[config.mk]
export PLATFORM = sky130hd
export DESIGN_NAME = mm_ss_countdown_timer_controller_unit_flat
export DESIGN_NICKNAME = d
export VERILOG_FILES = /design/src/hdl/mmss_pkg.sv /design/src/hdl/mmss_in_if.sv /design/src/hdl/mmss_out_if.sv /design/src/hdl/mmss_display.sv /design/src/hdl/mm_ss_countdown_timer_controller_unit.sv /design/src/flat_wrapper.sv
export SDC_FILE = /design/constraint.sdc
export NUM_CORES = 1
export LEC_CHECK = 0
export ABC_AREA = 1
export BUFFER_PORTS_ARGS = -buffer_cell sky130_fd_sc_hd__buf_2
export CORE_AREA = 2 2 168 170
export DETAILED_ROUTE_END_ITERATION = 8
export DIE_AREA = 0 0 170 172
export MAX_ROUTING_LAYER = met4
export PLACE_DENSITY = 0.58
export SYNTH_ARGS = -nofsm -noshare
export SYNTH_HDL_FRONTEND = slang
export SYNTH_SLANG_ARGS = --single-unit
export TNS_END_PERCENT = 100
[constraint.sdc]
create_clock -name clk -period 5.1 [get_ports clk]
set_input_delay 0.51 -clock clk [delete_from_list [all_inputs] [get_ports clk]]
set_output_delay 0.51 -clock clk [all_outputs]
set_load 0.02 [all_outputs]
[src/hdl/mmss_pkg.sv]
// Shared types, constants and helper functions of the MM:SS countdown timer.
// No dependencies; the display and the controller use it by scoped names.
`default_nettype none

package mmss_pkg;

	// geometry
	localparam int DigitCount = 4;
	localparam int ScanW      = $clog2(DigitCount);
	localparam int DigitW     = 4;
	localparam int CountW     = 16;
	localparam int ByteW      = 8;

	// register reset values
	localparam logic [CountW-1:0] DebounceReset = 16'h01FF;
	localparam logic [CountW-1:0] TicksReset    = 16'd500;

	// digit places in the time word
	localparam int MinTens = 0;
	localparam int MinOnes = 1;
	localparam int SecTens = 2;
	localparam int SecOnes = 3;

	// display byte flags
	localparam logic [ByteW-1:0] BlinkFlag = 8'h40;
	localparam logic [ByteW-1:0] ColonFlag = 8'h40;

	typedef logic [DigitW-1:0] digit_t;
	typedef logic [DigitCount-1:0][DigitW-1:0] digits_t;
	typedef logic [CountW-1:0] count_t;

	typedef enum logic [1:0] {
		CFG_DEBOUNCE_LIMIT     = 2'd0,
		CFG_TICKS_PER_SECOND   = 2'd1,
		CFG_PRESET_MINUTE_TENS = 2'd2,
		CFG_PRESET_MINUTE_ONES = 2'd3
	} cfg_index_t;

	// display control handed to the frame encoder
	typedef struct packed {
		logic refresh;
		logic running;
		logic blink;
	} disp_ctrl_t;

	// map an out-of-range digit to zero
	function automatic digit_t sane_digit(input digit_t v);
		return (v < 4'd10) ? v : 4'd0;
	endfunction

	// seven-segment pattern; codes above nine show as zero
	function automatic logic [ByteW-1:0] seg_pattern(input digit_t v);
		logic [ByteW-1:0] p;
		unique case (v)
			4'd1:    p = 8'h84;
			4'd2:    p = 8'h3D;
			4'd3:    p = 8'h9D;
			4'd4:    p = 8'h8E;
			4'd5:    p = 8'h9B;
			4'd6:    p = 8'hBB;
			4'd7:    p = 8'h85;
			4'd8:    p = 8'hBF;
			4'd9:    p = 8'h9F;
			default: p = 8'hB7;
		endcase
		return p;
	endfunction

endpackage

`default_nettype wire

[src/hdl/mmss_in_if.sv]
// Request channel into the timer: key levels, count tick and refresh request.
// Depends on nothing.
`default_nettype none

interface mmss_in_if;
	logic valid;
	logic ready;
	logic key_up_level;
	logic key_down_level;
	logic key_action_level;
	logic count_tick;
	logic refresh;

	modport source (
		output valid, key_up_level, key_down_level, key_action_level, count_tick, refresh,
		input  ready
	);
	modport sink (
		input  valid, key_up_level, key_down_level, key_action_level, count_tick, refresh,
		output ready
	);
endinterface

`default_nettype wire

[src/hdl/mmss_out_if.sv]
// Result channel out of the timer: lamp, run state, digits and display bytes.
// Depends on nothing.
`default_nettype none

interface mmss_out_if;
	logic       valid;
	logic       ready;
	logic       lamp_on;
	logic       is_running;
	logic [3:0] minute_tens;
	logic [3:0] minute_ones;
	logic [2:0] second_tens;
	logic [3:0] second_ones;
	logic [7:0] digit_enable_byte;
	logic [7:0] segment_byte;
	logic       frame_valid;

	modport source (
		output valid, lamp_on, is_running, minute_tens, minute_ones, second_tens,
		       second_ones, digit_enable_byte, segment_byte, frame_valid,
		input  ready
	);
	modport sink (
		input  valid, lamp_on, is_running, minute_tens, minute_ones, second_tens,
		       second_ones, digit_enable_byte, segment_byte, frame_valid,
		output ready
	);
endinterface

`default_nettype wire

[src/hdl/mmss_display.sv]
// Display frame encoder: digit select, segment pattern, blink and colon flags.
// Depends on mmss_pkg.
`default_nettype none

module mmss_display (
	input  wire mmss_pkg::disp_ctrl_t            ctrl,
	input  wire mmss_pkg::digits_t               digits,
	input  wire logic [mmss_pkg::ScanW-1:0]      scan_pos,
	output logic [mmss_pkg::ByteW-1:0]           digit_enable_byte,
	output logic [mmss_pkg::ByteW-1:0]           segment_byte,
	output logic                                 frame_valid,
	output logic [mmss_pkg::ScanW-1:0]           scan_next
);

	logic [mmss_pkg::ScanW-1:0]      idx;
	logic [mmss_pkg::DigitCount-1:0] sel;
	logic                            all_zero;

	// pick the digit shown at this scan position, rightmost first
	always_comb begin
		idx      = mmss_pkg::ScanW'(mmss_pkg::DigitCount - 1) - scan_pos;
		sel      = '0;
		sel[scan_pos] = 1'b1;
		all_zero = (digits == '0);
	end

	// on a refresh, build the two shifted bytes and advance the scan
	always_comb begin
		digit_enable_byte = '0;
		segment_byte      = '0;
		frame_valid       = 1'b0;
		scan_next         = scan_pos;
		if (ctrl.refresh) begin
			digit_enable_byte = {{(mmss_pkg::ByteW - mmss_pkg::DigitCount){1'b0}}, ~sel};
			segment_byte      = mmss_pkg::seg_pattern(digits[idx]);
			if (all_zero && ctrl.running && ctrl.blink) begin
				digit_enable_byte = digit_enable_byte | mmss_pkg::BlinkFlag;
				segment_byte      = '0;
			end
			if ((idx == mmss_pkg::ScanW'(mmss_pkg::MinOnes)) && ctrl.blink) begin
				segment_byte = segment_byte | mmss_pkg::ColonFlag;
			end
			frame_valid = 1'b1;
			scan_next   = scan_pos + 1'b1;
		end
	end

endmodule

`default_nettype wire

[src/hdl/mm_ss_countdown_timer_controller_unit.sv]
// MM:SS countdown timer controller: count tick, key poll and display refresh per request.
// Requests enter the input register; one pass of logic leads to the result register.
// Throughput: one request per cycle while the result channel is not stalled.
// A stalled result keeps one more request in the input register, then input ready drops.
// Reset (arst_n low): digits zero, blink set, idle, counters and scan cleared, debounce 511,
// 500 ticks per second. Depends on mmss_pkg, mmss_in_if, mmss_out_if and mmss_display.
`default_nettype none

module mm_ss_countdown_timer_controller_unit (
	input  wire logic                          clk,
	input  wire logic                          arst_n,
	mmss_in_if.sink                            in_ch,
	mmss_out_if.source                         out_ch,
	input  wire logic                          cfg_we,
	input  wire logic [1:0]                    cfg_index,
	input  wire logic [mmss_pkg::CountW-1:0]   cfg_data
);

	localparam mmss_pkg::count_t CountMax = '1;

	// input register
	logic valid_s1;
	logic up_s1, down_s1, action_s1, tick_s1, refresh_s1;

	// result register
	logic                          valid_s2;
	logic                          lamp_s2, run_s2;
	mmss_pkg::digits_t             digits_s2;
	logic [mmss_pkg::ByteW-1:0]    enable_s2, segment_s2;
	logic                          frame_s2;

	// running state and configuration
	mmss_pkg::count_t              debounce_q, tps_q;
	mmss_pkg::digits_t             time_q, saved_q;
	logic                          blink_q, run_q, lamp_q;
	mmss_pkg::count_t              sub_q;
	logic [mmss_pkg::ScanW-1:0]    scan_q;
	mmss_pkg::count_t              hold_up_q, hold_down_q, hold_act_q;

	// next state
	mmss_pkg::digits_t             time_d, saved_d;
	logic                          blink_d, run_d, lamp_d;
	mmss_pkg::count_t              sub_d, sub_inc;
	mmss_pkg::count_t              hold_up_d, hold_down_d, hold_act_d;
	logic                          up_low, down_low, act_low;
	logic [mmss_pkg::ScanW-1:0]    scan_d;
	logic [mmss_pkg::ByteW-1:0]    enable_d, segment_d;
	logic                          frame_d;
	mmss_pkg::disp_ctrl_t          disp_ctrl;
	mmss_pkg::cfg_index_t          cfg_sel;
	mmss_pkg::digit_t              cfg_digit;

	logic adv;

	assign adv          = valid_s1 && (!valid_s2 || out_ch.ready);
	assign in_ch.ready  = !valid_s1 || adv;
	assign cfg_sel      = mmss_pkg::cfg_index_t'(cfg_index);
	assign cfg_digit    = mmss_pkg::sane_digit(cfg_data[mmss_pkg::DigitW-1:0]);

	// count tick, then key poll
	always_comb begin
		time_d      = time_q;
		saved_d     = saved_q;
		blink_d     = blink_q;
		run_d       = run_q;
		lamp_d      = lamp_q;
		sub_d       = sub_q;
		hold_up_d   = hold_up_q;
		hold_down_d = hold_down_q;
		hold_act_d  = hold_act_q;
		up_low      = !up_s1;
		down_low    = !down_s1;
		act_low     = !action_s1;
		sub_inc     = sub_q + 1'b1;

		// count down one second every ticks_per_second ticks
		if (run_q && tick_s1) begin
			if (sub_inc == tps_q) begin
				sub_d = '0;
				if (time_q == '0) begin
					lamp_d = 1'b0;
				end else if (time_q[mmss_pkg::SecOnes] != '0) begin
					time_d[mmss_pkg::SecOnes] = time_q[mmss_pkg::SecOnes] - 1'b1;
				end else begin
					time_d[mmss_pkg::SecOnes] = 4'd9;
					if (time_q[mmss_pkg::SecTens] != '0) begin
						time_d[mmss_pkg::SecTens] = time_q[mmss_pkg::SecTens] - 1'b1;
					end else begin
						time_d[mmss_pkg::SecTens] = 4'd5;
						if (time_q[mmss_pkg::MinOnes] != '0) begin
							time_d[mmss_pkg::MinOnes] = time_q[mmss_pkg::MinOnes] - 1'b1;
						end else begin
							time_d[mmss_pkg::MinOnes] = 4'd9;
							time_d[mmss_pkg::MinTens] = time_q[mmss_pkg::MinTens] - 1'b1;
						end
					end
				end
				blink_d = !blink_q;
			end else begin
				sub_d = sub_inc;
			end
		end

		// up and down keys, up first, only while idle
		priority if (run_q) begin
			hold_up_d   = CountMax;
			hold_down_d = CountMax;
		end else if (up_low && (hold_up_q <= debounce_q)) begin
			hold_up_d = hold_up_q + 1'b1;
			if (hold_up_q == debounce_q) begin
				if (time_d[mmss_pkg::MinOnes] >= 4'd9) begin
					time_d[mmss_pkg::MinOnes] = '0;
					time_d[mmss_pkg::MinTens] = (time_d[mmss_pkg::MinTens] >= 4'd9) ?
						4'd0 : time_d[mmss_pkg::MinTens] + 1'b1;
				end else begin
					time_d[mmss_pkg::MinOnes] = time_d[mmss_pkg::MinOnes] + 1'b1;
				end
			end
		end else if (down_low && (hold_down_q <= debounce_q)) begin
			hold_down_d = hold_down_q + 1'b1;
			if (hold_down_q == debounce_q) begin
				if (time_d[mmss_pkg::MinOnes] == '0) begin
					time_d[mmss_pkg::MinOnes] = 4'd9;
					time_d[mmss_pkg::MinTens] = (time_d[mmss_pkg::MinTens] == '0) ?
						4'd9 : time_d[mmss_pkg::MinTens] - 1'b1;
				end else begin
					time_d[mmss_pkg::MinOnes] = time_d[mmss_pkg::MinOnes] - 1'b1;
				end
			end
		end else begin
			// no up or down press acts: hold the counts
			hold_up_d   = hold_up_q;
			hold_down_d = hold_down_q;
		end

		// action key: start saves the time, stop restores it
		if (act_low && (hold_act_q <= debounce_q)) begin
			hold_act_d = hold_act_q + 1'b1;
			if (hold_act_q == debounce_q) begin
				if (!run_q) begin
					saved_d = time_d;
					run_d   = 1'b1;
					lamp_d  = 1'b1;
				end else begin
					run_d   = 1'b0;
					lamp_d  = 1'b0;
					blink_d = 1'b1;
					time_d  = saved_q;
				end
			end
		end

		// drop hold counts of released keys
		if (!up_low)   hold_up_d   = '0;
		if (!down_low) hold_down_d = '0;
		if (!act_low)  hold_act_d  = '0;
	end

	assign disp_ctrl = '{refresh: refresh_s1, running: run_d, blink: blink_d};

	mmss_display u_display (
		.ctrl              (disp_ctrl),
		.digits            (time_d),
		.scan_pos          (scan_q),
		.digit_enable_byte (enable_d),
		.segment_byte      (segment_d),
		.frame_valid       (frame_d),
		.scan_next         (scan_d)
	);

	// capture the request
	always_ff @(posedge clk or negedge arst_n) begin
		if (!arst_n) begin
			valid_s1 <= 1'b0;
		end else if (in_ch.ready) begin
			valid_s1 <= in_ch.valid;
		end
	end

	always_ff @(posedge clk) begin
		if (in_ch.ready && in_ch.valid) begin
			up_s1      <= in_ch.key_up_level;
			down_s1    <= in_ch.key_down_level;
			action_s1  <= in_ch.key_action_level;
			tick_s1    <= in_ch.count_tick;
			refresh_s1 <= in_ch.refresh;
		end
	end

	// hold config and running state; writes must come only while idle, only presets are gated
	always_ff @(posedge clk or negedge arst_n) begin
		if (!arst_n) begin
			debounce_q  <= mmss_pkg::DebounceReset;
			tps_q       <= mmss_pkg::TicksReset;
			time_q      <= '0;
			saved_q     <= '0;
			blink_q     <= 1'b1;
			run_q       <= 1'b0;
			lamp_q      <= 1'b0;
			sub_q       <= '0;
			scan_q      <= '0;
			hold_up_q   <= '0;
			hold_down_q <= '0;
			hold_act_q  <= '0;
		end else if (cfg_we) begin
			unique case (cfg_sel)
				mmss_pkg::CFG_DEBOUNCE_LIMIT:   debounce_q <= cfg_data;
				mmss_pkg::CFG_TICKS_PER_SECOND: tps_q      <= cfg_data;
				mmss_pkg::CFG_PRESET_MINUTE_TENS: begin
					if (!run_q) begin
						time_q[mmss_pkg::MinTens]  <= cfg_digit;
						saved_q[mmss_pkg::MinTens] <= cfg_digit;
					end
				end
				mmss_pkg::CFG_PRESET_MINUTE_ONES: begin
					if (!run_q) begin
						time_q[mmss_pkg::MinOnes]  <= cfg_digit;
						saved_q[mmss_pkg::MinOnes] <= cfg_digit;
					end
				end
				default: ;
			endcase
		end else if (adv) begin
			time_q      <= time_d;
			saved_q     <= saved_d;
			blink_q     <= blink_d;
			run_q       <= run_d;
			lamp_q      <= lamp_d;
			sub_q       <= sub_d;
			scan_q      <= scan_d;
			hold_up_q   <= hold_up_d;
			hold_down_q <= hold_down_d;
			hold_act_q  <= hold_act_d;
		end
	end

	// result register
	always_ff @(posedge clk or negedge arst_n) begin
		if (!arst_n) begin
			valid_s2 <= 1'b0;
		end else if (adv) begin
			valid_s2 <= 1'b1;
		end else if (out_ch.ready) begin
			valid_s2 <= 1'b0;
		end
	end

	always_ff @(posedge clk) begin
		if (adv) begin
			lamp_s2    <= lamp_d;
			run_s2     <= run_d;
			digits_s2  <= time_d;
			enable_s2  <= enable_d;
			segment_s2 <= segment_d;
			frame_s2   <= frame_d;
		end
	end

	assign out_ch.valid             = valid_s2;
	assign out_ch.lamp_on           = lamp_s2;
	assign out_ch.is_running        = run_s2;
	assign out_ch.minute_tens       = digits_s2[mmss_pkg::MinTens];
	assign out_ch.minute_ones       = digits_s2[mmss_pkg::MinOnes];
	assign out_ch.second_tens       = digits_s2[mmss_pkg::SecTens][2:0];
	assign out_ch.second_ones       = digits_s2[mmss_pkg::SecOnes];
	assign out_ch.digit_enable_byte = enable_s2;
	assign out_ch.segment_byte      = segment_s2;
	assign out_ch.frame_valid       = frame_s2;

endmodule

`default_nettype wire

[src/flat_wrapper.sv]
// flat-port wrapper written by rule: the top's interface ports become plain ports
module mm_ss_countdown_timer_controller_unit_flat 
  (clk, arst_n, cfg_we, cfg_index, cfg_data, in_ch_valid, in_ch_key_up_level, in_ch_key_down_level, in_ch_key_action_level, in_ch_count_tick, in_ch_refresh, in_ch_ready, out_ch_valid, out_ch_lamp_on, out_ch_is_running, out_ch_minute_tens, out_ch_minute_ones, out_ch_second_tens, out_ch_second_ones, out_ch_digit_enable_byte, out_ch_segment_byte, out_ch_frame_valid, out_ch_ready);
  mmss_in_if in_ch_i ();
  mmss_out_if out_ch_i ();
  input  wire logic clk;
  input  wire logic arst_n;
  input  wire logic cfg_we;
  input  wire logic [1:0] cfg_index;
  input  wire logic [mmss_pkg::CountW-1:0] cfg_data;
  input wire logic [$bits(in_ch_i.valid)-1:0] in_ch_valid;
  input wire logic [$bits(in_ch_i.key_up_level)-1:0] in_ch_key_up_level;
  input wire logic [$bits(in_ch_i.key_down_level)-1:0] in_ch_key_down_level;
  input wire logic [$bits(in_ch_i.key_action_level)-1:0] in_ch_key_action_level;
  input wire logic [$bits(in_ch_i.count_tick)-1:0] in_ch_count_tick;
  input wire logic [$bits(in_ch_i.refresh)-1:0] in_ch_refresh;
  output wire logic [$bits(in_ch_i.ready)-1:0] in_ch_ready;
  output wire logic [$bits(out_ch_i.valid)-1:0] out_ch_valid;
  output wire logic [$bits(out_ch_i.lamp_on)-1:0] out_ch_lamp_on;
  output wire logic [$bits(out_ch_i.is_running)-1:0] out_ch_is_running;
  output wire logic [$bits(out_ch_i.minute_tens)-1:0] out_ch_minute_tens;
  output wire logic [$bits(out_ch_i.minute_ones)-1:0] out_ch_minute_ones;
  output wire logic [$bits(out_ch_i.second_tens)-1:0] out_ch_second_tens;
  output wire logic [$bits(out_ch_i.second_ones)-1:0] out_ch_second_ones;
  output wire logic [$bits(out_ch_i.digit_enable_byte)-1:0] out_ch_digit_enable_byte;
  output wire logic [$bits(out_ch_i.segment_byte)-1:0] out_ch_segment_byte;
  output wire logic [$bits(out_ch_i.frame_valid)-1:0] out_ch_frame_valid;
  input wire logic [$bits(out_ch_i.ready)-1:0] out_ch_ready;
  assign in_ch_i.valid = in_ch_valid;
  assign in_ch_i.key_up_level = in_ch_key_up_level;
  assign in_ch_i.key_down_level = in_ch_key_down_level;
  assign in_ch_i.key_action_level = in_ch_key_action_level;
  assign in_ch_i.count_tick = in_ch_count_tick;
  assign in_ch_i.refresh = in_ch_refresh;
  assign in_ch_ready = in_ch_i.ready;
  assign out_ch_valid = out_ch_i.valid;
  assign out_ch_lamp_on = out_ch_i.lamp_on;
  assign out_ch_is_running = out_ch_i.is_running;
  assign out_ch_minute_tens = out_ch_i.minute_tens;
  assign out_ch_minute_ones = out_ch_i.minute_ones;
  assign out_ch_second_tens = out_ch_i.second_tens;
  assign out_ch_second_ones = out_ch_i.second_ones;
  assign out_ch_digit_enable_byte = out_ch_i.digit_enable_byte;
  assign out_ch_segment_byte = out_ch_i.segment_byte;
  assign out_ch_frame_valid = out_ch_i.frame_valid;
  assign out_ch_i.ready = out_ch_ready;
  mm_ss_countdown_timer_controller_unit u_core (.clk(clk), .arst_n(arst_n), .in_ch(in_ch_i), .out_ch(out_ch_i), .cfg_we(cfg_we), .cfg_index(cfg_index), .cfg_data(cfg_data));
endmodule
==> out/qor_table.md, run 1 <==
| Item | Value | Unit |
| --- | --- | --- |
| Result of the run | finished, violations left | - |
| Violated checks | negative hold slack | - |
| Via count of the first global-routing pass | 10400 | - |
| Final non-filler cell area | 13300 | sq um |
| Synth Area in Compound Gates | 13.7 | % |
| Area growth syn-to-layout | 11.3 | % |
| Basic-gate share of the synthesized area counting and, or, nand and nor cells | 32.0 | % |
| # rows | 61 | - |
| Combined global-route utilization of all metal layers | 25.1 | % |
| Buffer type at the clock tree root | sky130_fd_sc_hd__clkbuf_16 | - |
| Fin Clk Skew | 0.0149 | ns |
| Total standard cell area after synthesis | 12000 | sq um |
| Dominant register cell in the synthesized netlist | sky130_fd_sc_hd__dfrtp_1 | - |
| Crit path capture type | flop | - |
| Via count of the routed design | 11100 | - |
| Initial core utilization | 43.5 | % |
| Fmax achieved | 224 | MHz |
| PortBufs | 60 | - |
| Number of violations of the max-capacitance limit | 0 | - |
| Average detailed-routed wire length per instance | 16.5 | um |
| Logic pwr share | 40.6 | % |
| IR Drop Worst-Case VDD | 0.000227 | V |
| Count of buffers added by post-CTS timing repair for setup | 0 | - |
| Ys async rst share | 78.9 | % |
| Sequential area share after synthesis | 37.5 | % |
| Bufs on Longest Clock Path | 2 | - |
| Count of unresolved DRC violations after routing | 0 | - |
| Crit path largest cell delay | 0.39 | ns |
| Number of nets in the layout | 1822 | - |
| Clock tree from TritonCTS | built | - |
| Total negative setup slack | 0 | ns |
| Post-placement cell area | 12700 | sq um |
| Antenna Violating Nets Remaining | 0 | - |
| Top cell family by delay on the critical path | simple AND/OR/NAND/NOR gates | - |
| Switch share | 44.2 | % |
| Number of max-slew violations in the final report | 0 | - |
| Layout cells sized above 1 | 12.7 | % |
| Endpoint required time on the critical path | 5.31 | ns |
| Switching power | 2530 | uW |
| Crit share post-route | 87.5 | % |
| Chip height | 172 | um |
| Power per standard cell area | 430 | nW/um^2 |
| Final HPWL DP | 26.2 | mm |
| Syn Inst Count | 1665 | - |
| Proportion of synthesized area in mux cells | 0.0838 | % |
| CP Launch Type | flop | - |
| Total die area | 29200 | sq um |
| Tightest Pin Transition | 1.17 | ns |
| TritonCTS Buffers | 17 | - |
| GPL Wtd Cong | 0.927 | - |
| Number of warnings issued by yosys | 0 | - |
| Slew headroom | 22.1 | % |
| Crit path kind | flop to flop | - |
| Most frequent cell on the critical path | sky130_fd_sc_hd__nand2_1 | - |
| Critical-path maximum fanout | 7 | - |
| First-pass GRT wire length | 55.5 | mm |
| Library cells used by synthesis | 62 | - |
| Sinks on Clock Net | 171 | - |
| Post-Route Hold Slack | -0.00697 | ns |
| Slowest cell on the critical path | sky130_fd_sc_hd__dfrtp_1 | - |
| Number of cells after detailed placement | 2053 | - |
| Overall die width | 170 | um |
| Setup repair after global routing missed its margin | no | - |
| Total iterations of the first detailed-routing run | 7 | - |
| Number of antenna diodes | 0 | - |
| Parity-gate share of the synthesized area counting xor and xnor cells | 0.586 | % |
| Drt total wl | 34.3 | mm |
| DRC marker count from the first detailed-route iteration | 847 | - |
| Total congestion overflow | 0 | - |
| Number of buffers added to fix hold violations after cts | 0 | - |
| Crit path buffers/inverters | 5 | - |
| Core ar. | 27500 | sq um |
| Leakage dissipation | 0.00638 | uW |
| Antenna violations before repair | 0 | - |
| Internal power of the cells | 3190 | uW |
| Main combinational cell family by area after synthesis | simple AND/OR/NAND/NOR gates | - |
| Worst endpoint data arrival time | 4.67 | ns |
| I/O pin total | 64 | - |
| Worst min path class | primary input to async pin | - |
| DR vias/cell | 5.31 | - |
| Resize count post-CTS | 0 | - |
| Share of total power in the clock network | 23.5 | % |
| Area share of fa/ha/maj cells after synthesis | 7.01 | % |
| Clock period minus final worst setup slack | 4.46 | ns |
| Count of placed standard cells in the final layout, fillers left out | 2086 | - |
| Relative contribution of sequential cells to total power | 35.9 | % |
| Synthesis-stage register bit count | 171 | - |
| Clock insertion delay at the later pin of the skew report | 0.45 | ns |
| Maximum level of the CTS H-tree | 4 | - |
| Most frequent standard cell in the layout excluding fill and tap cells | sky130_fd_sc_hd__nand2_1 | - |
| Final hold violation count | 2 | - |
| Mean cell area of the mapped netlist | 7.18 | sq um |
| Number of enable-type register cells in the synthesized netlist | 36 | - |
| Highest-count cells in the layout ignoring fill and taps | sky130_fd_sc_hd__nand2_1 (421), sky130_fd_sc_hd__inv_1 (224), sky130_fd_sc_hd__nor2_1 (153) | - |
| Pin count of the biggest net entering global routing | 56 | - |
| Number of failing setup endpoints in the final timing report | 0 | - |
| Clock slew at the register clock pins of the worst setup and hold paths | 0.08 | ns |
## metrics by stage
stage / worst slack, ns / power [uW] / utilization [%]
2_1_floorplan: 0.939 / 3720 / -
3_3_place_gp: 0.589 / 4350 / 46.1
3_5_place_dp: 0.487 / 4370 / 46.1
4_1_cts: 0.469 / 5720 / 48.3
5_1_grt: 0.0309 / 6210 / 48.4
6_report: 0.639 / 5720 / 48.4
## worst paths after layout
path                                              startpoint                                           to  slack, ns  cells after the start
hold reg to reg            u_core.hold_act_q[15]$_DFFE_PN0P_            u_core.hold_act_q[15]$_DFFE_PN0P_       0.49                      1
setup reg to reg                 u_core.sub_q[0]$_DFFE_PN0P_  u_core.out_ch.segment_byte[2]$_SDFFCE_PP0P_       0.64                     35
setup / recovery                 u_core.sub_q[0]$_DFFE_PN0P_  u_core.out_ch.segment_byte[2]$_SDFFCE_PP0P_       0.64                     35
max in group asynchronous                             arst_n                u_core.time_q[15]$_DFFE_PN0P_       4.03                      2
min in group clk                        in_ch_key_down_level                     u_core.down_s1$_DFFE_PP_       0.24                      1
hold / removal                                        arst_n           u_core.hold_down_q[15]$_DFFE_PN0P_     -0.007                      1
## logic make-up after synthesis
kind of cell / after synthesis
and+or+nand+nor: 845
AOI/OAI and AO/OA: 290
buffers and inverters: 282
DFF: 171
adders and majority gates: 67
xor gates and xnor gates: 8
other: 1
muxes: 1
## metal layers
metal / vias up / track usage [%] / routed length [um]
met4: 0 / 5.54 / 487
met2: 249 / 38.5 / 15300
met1: 5190 / 35.0 / 17000
met5: - / - / 0
li1: 5612 / - / -
met3: 33 / 4.30 / 1580
## flip-flops by register name, indices dropped and copies added, names as in the netlist, 5 cells and up
name	flops
u_core.debounce_q	16
u_core.hold_act_q	16
u_core.hold_down_q	16
u_core.hold_up_q	16
u_core.saved_q	16
u_core.sub_q	16
u_core.time_q	16
u_core.tps_q	16
u_core.out_ch.segment_byte	8
u_core.out_ch.digit_enable_byte	5
## final cells by class
| class | count | area [sq um] |
|---|---|---|
| Clock buffer | 18 | 439 |
| Sequential cell | 171 | 4480 |
| Multi-Input combinational cell | 1215 | 6430 |
| Inverter | 241 | 910 |
| Tap cell | 346 | 433 |
| Fill cell | 2739 | 14200 |
| Clock inverter | 14 | 153 |
| Timing Repair Buffer | 81 | 464 |
## synthesized netlist by cell type, drive strengths merged (3+ instances only)
master  instances  area [sq um]
o211ai          9          67.6
clkinv          5          18.8
nand4          33           219
nand3b          4          33.8
nand2         450          1780
ha             67           838
o21ai         145           737
or2            10          62.6
buf            13          77.6
clkbuf         28           105
nor2          172           742
nand3         132           728
o21a            3          22.5
edfxtp         36          1080
a31oi          19           119
a21oi          68           370
nor3           34           181
xor2            6          52.6
dfstp          16           420
inv           236           891
dfrtp         119          2980
nor3b           5          37.5
o22ai          30           188
## power groups by stage
stage / sequential (uW) / combinational, uW / clock [uW]
2_1_floorplan: 2030 / 1690 / 0
3_3_place_gp: 2070 / 2280 / 0
3_5_place_dp: 2070 / 2290 / 0
4_1_cts: 2050 / 2300 / 1370
5_1_grt: 2110 / 2680 / 1430
6_report: 2060 / 2320 / 1340
(Power assumes the default switching activity.)
==> run 2, diff against run 1 <==
==> constraint.sdc (replaced) <==
create_clock -name clk -period 5.7 [get_ports clk]
set_input_delay 0.57 -clock clk [delete_from_list [all_inputs] [get_ports clk]]
set_output_delay 0.57 -clock clk [all_outputs]
set_load 0.01 [all_outputs]
==> out/qor_table.md, run 2 (synthesis gave the netlist of run 1 again) <==
| Item | Value | Unit | vs previous |
| --- | --- | --- | --- |
| Power per standard cell area | 383 | nW/um^2 | was 430 nW/um^2 |
| Number of failing setup endpoints in the final timing report | 0 | - | unchanged |
| Via count of the routed design | 11100 | - | about the same |
| Met3 usage | 4.19 | % | was 4.30% |
| First-pass GRT wire length | 55.9 | mm | was 55.5 mm |
| Fraction of met1 tracks used by global routing | 33.9 | % | was 35.0% |
| Crit path capture type | flop | - | unchanged |
| Met2 GRT Util | 39.4 | % | was 38.5% |
| Clock slew at the register clock pins of the worst setup and hold paths | 0.08 | ns | about the same |
| Buffer type at the clock tree root | sky130_fd_sc_hd__clkbuf_16 | - | unchanged |
| Overall die width | 170 | um | unchanged |
| GPL Wtd Cong | 0.940 | - | was 0.927 |
| Crit path largest cell delay | 0.40 | ns | was 0.39 ns |
| Total die area | 29200 | sq um | unchanged |
| Endpoint required time on the critical path | 5.92 | ns | was 5.31 ns |
| Slew headroom | 18.7 | % | was 22.1% |
| Total iterations of the first detailed-routing run | 7 | - | unchanged |
| Number of violations of the max-capacitance limit | 0 | - | unchanged |
| Antenna Violating Nets Remaining | 0 | - | unchanged |
| I/O pin total | 64 | - | unchanged |
| Antenna violations before repair | 0 | - | unchanged |
| Post-placement cell area | 12600 | sq um | was 12700 sq um |
| Average detailed-routed wire length per instance | 16.4 | um | was 16.5 um |
| Drt total wl | 34.1 | mm | was 34.3 mm |
| Number of buffers added to fix hold violations after cts | 0 | - | unchanged |
| Combined global-route utilization of all metal layers | 25.1 | % | about the same |
| TritonCTS Buffers | 17 | - | unchanged |
| Sinks on Clock Net | 171 | - | unchanged |
| Slowest cell on the critical path | sky130_fd_sc_hd__dfrtp_1 | - | unchanged |
| Highest-count cells in the layout ignoring fill and taps | sky130_fd_sc_hd__nand2_1 (421), sky130_fd_sc_hd__inv_1 (224), sky130_fd_sc_hd__nor2_1 (154) | - | was sky130_fd_sc_hd__nand2_1 (421), sky130_fd_sc_hd__inv_1 (224), sky130_fd_sc_hd__nor2_1 (153) |
| Leakage dissipation | 0.00634 | uW | was 0.00638 uW |
| DR vias/cell | 5.34 | - | was 5.31 |
| Layout cells sized above 1 | 12.1 | % | was 12.7% |
| Final non-filler cell area | 13200 | sq um | was 13300 sq um |
| Final hold violation count | 0 | - | was 2 |
| GRT Max-Usage Layer | met2 | - | unchanged |
| Clock insertion delay at the later pin of the skew report | 0.45 | ns | about the same |
| Worst endpoint data arrival time | 5.23 | ns | was 4.67 ns |
| Worst slack, placed | 0.777 | ns | was 0.487 ns |
| Clock period minus final worst setup slack | 5.01 | ns | was 4.46 ns |
| FF-to-FF Start | u_core.sub_q[0]$_DFFE_PN0P_ | - | unchanged |
| Number of cell instances on the worst register-to-register path | 36 | - | was 35 |
| Crit path buffers/inverters | 6 | - | was 5 |
| Bufs on Longest Clock Path | 2 | - | unchanged |
| Area of combinational cells with multiple inputs | 6390 | sq um | was 6430 sq um |
| # rows | 61 | - | unchanged |
| Critical-path maximum fanout | 26 | - | was 7 |
| Total negative setup slack | 0 | ns | unchanged |
| Maximum level of the CTS H-tree | 4 | - | unchanged |
| Fin Clk Skew | 0.0156 | ns | was 0.0149 ns |
| Number of cells after detailed placement | 2044 | - | was 2053 |
| Resize count post-CTS | 0 | - | unchanged |
| Setup slack, reg-to-reg | 0.69 | ns | was 0.64 ns |
| Initial core utilization | 43.5 | % | unchanged |
| Count of unresolved DRC violations after routing | 0 | - | unchanged |
| Destination of the worst register-to-register timing path | u_core.out_ch.segment_byte[2]$_SDFFCE_PP0P_ | - | unchanged |
| Setup repair after global routing missed its margin | no | - | unchanged |
| DRC marker count from the first detailed-route iteration | 811 | - | was 847 |
| Count of buffers added by post-CTS timing repair for setup | 0 | - | unchanged |
| Number of nets in the layout | 1812 | - | was 1822 |
| Pin count of the biggest net entering global routing | 80 | - | was 56 |
| Final HPWL DP | 25.9 | mm | was 26.2 mm |
| Most frequent standard cell in the layout excluding fill and tap cells | sky130_fd_sc_hd__nand2_1 | - | unchanged |
| Sequential cell area | 4480 | sq um | unchanged |
| PortBufs | 60 | - | unchanged |
| Clock tree from TritonCTS | built | - | unchanged |
| Tightest Pin Transition | 1.22 | ns | was 1.17 ns |
| Chip height | 172 | um | unchanged |
| Total congestion overflow | 0 | - | unchanged |
| Count of placed standard cells in the final layout, fillers left out | 2076 | - | was 2086 |
| Via count of the first global-routing pass | 10600 | - | was 10400 |
| Crit path kind | flop to flop | - | unchanged |
| Area growth syn-to-layout | 10.6 | % | was 11.3% |
| Top cell family by delay on the critical path | simple AND/OR/NAND/NOR gates | - | unchanged |
| Result of the run | finished clean | - | was finished, violations left |
| Crit share post-route | 87.9 | % | was 87.5% |
| Filler instances | 2826 | - | was 2739 |
| Worst min path class | primary input to async pin | - | unchanged |
| Number of max-slew violations in the final report | 0 | - | unchanged |
| Core ar. | 27500 | sq um | unchanged |
| CP Launch Type | flop | - | unchanged |
| Most frequent cell on the critical path | sky130_fd_sc_hd__nand2_1 | - | unchanged |
| IR Drop Worst-Case VDD | 0.000181 | V | was 0.000227 V |
| Fmax achieved | 200 | MHz | was 224 MHz |
| Number of antenna diodes | 0 | - | unchanged |
| Fin worst setup slack | 0.689 | ns | was 0.639 ns |
-- run 2: report_power, final --
group	internal [uW]	switching (uW)
combinational	689	1320
clock	625	586
sequential	1560	287
total	2870	2190
-- run 2: final cells by class --
type / count / share of cell area, %
clock buffer: 19 / 3.51
clock inverter: 13 / 1.07
inverter: 241 / 6.88
multi-input combinational: 1214 / 48.4
sequential: 171 / 33.9
tap: 346 / 3.28
timing repair buffer: 72 / 3.00
-- run 2: routing by layer --
layer	part of all wire, %	wire (um)
met5	0	0
met4	1.7	577
met3	5.0	1700
met2	46	15600
met1	48	16200
-- run 2: worst register-to-register path: cells and delay by family, from the launching register on --
kind                     cells  cell delay (ns)
flip-flops                   1             0.40
buffers and inverters        6             0.49
adder cells (fa/ha/maj)      3             0.63
AND/OR/NAND/NOR             25             2.94
AO/OA/AOI/OAI                2             0.32
-- run 2: worst max path at each step --
stage | start | endpoint | slack, ns | cells after the start
3_3_place_gp | u_core.sub_q[0]$_DFFE_PN0P_ | u_core.out_ch.segment_byte[2]$_SDFFCE_PP0P_ | 0.94 | 36
4_1_cts | u_core.sub_q[0]$_DFFE_PN0P_ | u_core.out_ch.segment_byte[2]$_SDFFCE_PP0P_ | 0.77 | 36
2_1_floorplan | u_core.sub_q[0]$_DFFE_PN0P_ | u_core.out_ch.segment_byte[2]$_SDFFCE_PP0P_ | 1.54 | 35
5_1_grt | u_core.sub_q[0]$_DFFE_PN0P_ | u_core.out_ch.segment_byte[2]$_SDFFCE_PP0P_ | 0.10 | 34
6_report | u_core.sub_q[0]$_DFFE_PN0P_ | u_core.out_ch.segment_byte[2]$_SDFFCE_PP0P_ | 0.69 | 36
3_5_place_dp | u_core.sub_q[1]$_DFFE_PN0P_ | u_core.out_ch.segment_byte[2]$_SDFFCE_PP0P_ | 0.78 | 36
-- run 2: stage by stage --
stage / hold slack [ns] / total power (uW) / utilization (%)
after global placement: 0.464 / 3820 / 45.9
after detailed placement: 0.470 / 3850 / 45.9
after CTS: 0.192 / 5080 / 48.1
after floorplan: 0.274 / 3290 / -
after global routing: 0.247 / 5510 / 48.1
final: 0.175 / 5060 / 48.1
==> run 3, diff against run 2 <==
--- a/config.mk
+++ b/config.mk
@@ -11,7 +11,6 @@
 export DETAILED_ROUTE_END_ITERATION = 8
 export DIE_AREA = 0 0 170 172
 export MAX_ROUTING_LAYER = met4
-export PLACE_DENSITY = 0.58
 export SYNTH_ARGS = -nofsm -noshare
 export SYNTH_HDL_FRONTEND = slang
 export SYNTH_SLANG_ARGS = --single-unit
==> out/qor_table.md, run 3 (synthesis gave the netlist of run 1 again) <==
| Item | Value | Unit | vs previous |
| --- | --- | --- | --- |
| Total die area | 29200 | sq um | unchanged |
| Sinks on Clock Net | 171 | - | unchanged |
| Overall die width | 170 | um | unchanged |
| IR Drop Worst-Case VDD | 0.000216 | V | was 0.000181 V |
| GRT Max-Usage Layer | met2 | - | unchanged |
| TritonCTS Buffers | 17 | - | unchanged |
| Endpoint required time on the critical path | 5.90 | ns | was 5.92 ns |
| DR vias/cell | 5.39 | - | was 5.34 |
| Clock period minus final worst setup slack | 4.98 | ns | was 5.01 ns |
| Share of total power in the clock network | 24.4 | % | was 23.9% |
| Average detailed-routed wire length per instance | 16.6 | um | was 16.4 um |
| Met3 usage | 2.86 | % | was 4.19% |
| Final HPWL DP | 25.7 | mm | was 25.9 mm |
| Power per standard cell area | 385 | nW/um^2 | was 383 nW/um^2 |
| Initial core utilization | 43.5 | % | unchanged |
| Number of max-slew violations in the final report | 0 | - | unchanged |
| Number of nets in the layout | 1812 | - | unchanged |
| Crit share post-route | 87.4 | % | was 87.9% |
| Total negative setup slack | 0 | ns | unchanged |
| Clock slew at the register clock pins of the worst setup and hold paths | 0.07 | ns | was 0.08 ns |
| Clock insertion delay at the later pin of the skew report | 0.44 | ns | was 0.45 ns |
| Leakage dissipation | 0.00634 | uW | about the same |
| Crit path largest cell delay | 0.41 | ns | was 0.40 ns |
| Most frequent cell on the critical path | sky130_fd_sc_hd__nand2_1 | - | unchanged |
| Number of buffers added to fix hold violations after cts | 0 | - | unchanged |
| Final hold violation count | 0 | - | unchanged |
| Switching power | 2180 | uW | was 2190 uW |
| Slowest cell on the critical path | sky130_fd_sc_hd__dfrtp_1 | - | unchanged |
| Layout cells sized above 1 | 12.1 | % | unchanged |
| Setup repair after global routing missed its margin | no | - | unchanged |
| Resize count post-CTS | 0 | - | unchanged |
| Worst endpoint data arrival time | 5.18 | ns | was 5.23 ns |
| Total congestion overflow | 0 | - | unchanged |
| Number of violations of the max-capacitance limit | 0 | - | unchanged |
| I/O pin total | 64 | - | unchanged |
| Chip height | 172 | um | unchanged |
| Area growth syn-to-layout | 10.5 | % | was 10.6% |
| Number of failing setup endpoints in the final timing report | 0 | - | unchanged |
| Drt total wl | 34.4 | mm | was 34.1 mm |
| Tightest Pin Transition | 1.21 | ns | was 1.22 ns |
| Fmax achieved | 201 | MHz | was 200 MHz |
| Relative contribution of sequential cells to total power | 36.2 | % | was 36.4% |
| Met2 GRT Util | 41.1 | % | was 39.4% |
| Buffer type at the clock tree root | sky130_fd_sc_hd__clkbuf_16 | - | unchanged |
| Critical-path maximum fanout | 26 | - | unchanged |
| Worst min path class | primary input to async pin | - | unchanged |
| DRC marker count from the first detailed-route iteration | 997 | - | was 811 |
| Highest-count cells in the layout ignoring fill and taps | sky130_fd_sc_hd__nand2_1 (421), sky130_fd_sc_hd__inv_1 (224), sky130_fd_sc_hd__nor2_1 (154) | - | unchanged |
| Bufs on Longest Clock Path | 2 | - | unchanged |
| Post-Route Utilization | 48.1 | % | about the same |
| Result of the run | finished clean | - | unchanged |
| Number of antenna diodes | 0 | - | unchanged |
| Count of unresolved DRC violations after routing | 0 | - | unchanged |
| Top cell family by delay on the critical path | simple AND/OR/NAND/NOR gates | - | unchanged |
| Pin count of the biggest net entering global routing | 72 | - | was 80 |
| Count of placed standard cells in the final layout, fillers left out | 2076 | - | unchanged |
| Slew headroom | 19.1 | % | was 18.7% |
| First-pass GRT wire length | 55.5 | mm | was 55.9 mm |
| Logic pwr share | 39.4 | % | was 39.6% |
| Fraction of met1 tracks used by global routing | 33.3 | % | was 33.9% |
| PortBufs | 60 | - | unchanged |
| Combined global-route utilization of all metal layers | 25.0 | % | was 25.1% |
| Switch share | 42.8 | % | was 43.3% |
| Internal power of the cells | 2910 | uW | was 2870 uW |
| Maximum level of the CTS H-tree | 4 | - | unchanged |
| Count of buffers added by post-CTS timing repair for setup | 0 | - | unchanged |
| CP Launch Type | flop | - | unchanged |
| Via count of the first global-routing pass | 10600 | - | about the same |
| Number of cells after detailed placement | 2044 | - | unchanged |
| Via count of the routed design | 11200 | - | was 11100 |
| Total power after layout | 5090 | uW | was 5060 uW |
| Most frequent standard cell in the layout excluding fill and tap cells | sky130_fd_sc_hd__nand2_1 | - | unchanged |
| Fin Clk Skew | 0.0130 | ns | was 0.0156 ns |
| Clock tree from TritonCTS | built | - | unchanged |
| GPL Wtd Cong | 0.933 | - | was 0.940 |
| Crit path capture type | flop | - | unchanged |
| Antenna Violating Nets Remaining | 0 | - | unchanged |
| Core ar. | 27500 | sq um | unchanged |
| Total iterations of the first detailed-routing run | 6 | - | was 7 |
| Crit path kind | flop to flop | - | unchanged |
| # rows | 61 | - | unchanged |
| Crit path buffers/inverters | 5 | - | was 6 |
| Antenna violations before repair | 0 | - | unchanged |
[run 3: cell types whose count changed in the layout (fill, tap and decap cells not counted), sizes merged]
| cell | before | now |
|---|---|---|
| clkinv | 10 | 6 |
| clkbuf | 19 | 21 |
| bufinv | 0 | 1 |
| clkinvlp | 0 | 1 |
[run 3: worst reg2reg max path, delay by kind of cell, from the launching register on]
| family | cells | cell delay, ns |
|---|---|---|
| AO/OA/AOI/OAI | 2 | 0.33 |
| buffers and inverters | 5 | 0.42 |
| AND/OR/NAND/NOR | 24 | 2.95 |
| adder cells (fa/ha/maj) | 3 | 0.64 |
| flip-flops | 1 | 0.41 |
[run 3: layout make-up]
class | count | area, sq um
inverters | 241 | 910
repair buffers | 72 | 397
well taps | 346 | 433
flip-flops and latches | 171 | 4480
clock inverters | 11 | 119
fillers | 2822 | 14300
multi-input cells | 1214 | 6390
clock buffers | 21 | 483
[run 3: final timing paths]
path / start / to / slack [ns] / cells past startpoint
worst max-delay path: u_core.sub_q[0]$_DFFE_PN0P_ / u_core.out_ch.segment_byte[2]$_SDFFCE_PP0P_ / 0.72 / 34
worst min-delay path: arst_n / u_core.saved_q[15]$_DFFE_PN0P_ / 0.16 / 1
worst max register to register: u_core.sub_q[0]$_DFFE_PN0P_ / u_core.out_ch.segment_byte[2]$_SDFFCE_PP0P_ / 0.72 / 34
worst min register to register: u_core.hold_act_q[15]$_DFFE_PN0P_ / u_core.hold_act_q[15]$_DFFE_PN0P_ / 0.48 / 1
max in group asynchronous: arst_n / u_core.hold_up_q[5]$_DFFE_PN0P_ / 4.21 / 2
min in group clk: in_ch_key_down_level / u_core.down_s1$_DFFE_PP_ / 0.31 / 1
[run 3: power groups by stage]
stage	clock, uW	combinational, uW	sequential, uW
after CTS	1260	2010	1840
after global placement	0	1960	1860
final	1240	2010	1840
after global routing	1310	2310	1890
after detailed placement	0	1990	1860
after floorplan	0	1510	1780
[run 3: metrics by stage]
stage	area [sq um]	hold WS [ns]	setup slack (ns)
detailed placement	12600	0.470	0.818
CTS	13200	0.189	0.780
global placement	12600	0.470	0.970
global route	13200	0.223	0.134
floorplan	12000	0.274	1.54
finish	13200	0.161	0.716
[run 3: layer usage]
metal | share of wire [%] | vias up | wire length (um)
li1 | - | 5593 | -
met1 | 47 | 5291 | 16100
met2 | 47 | 267 | 16300
met3 | 4.4 | 33 | 1510
met4 | 1.5 | 0 | 518
met5 | 0 | - | 0
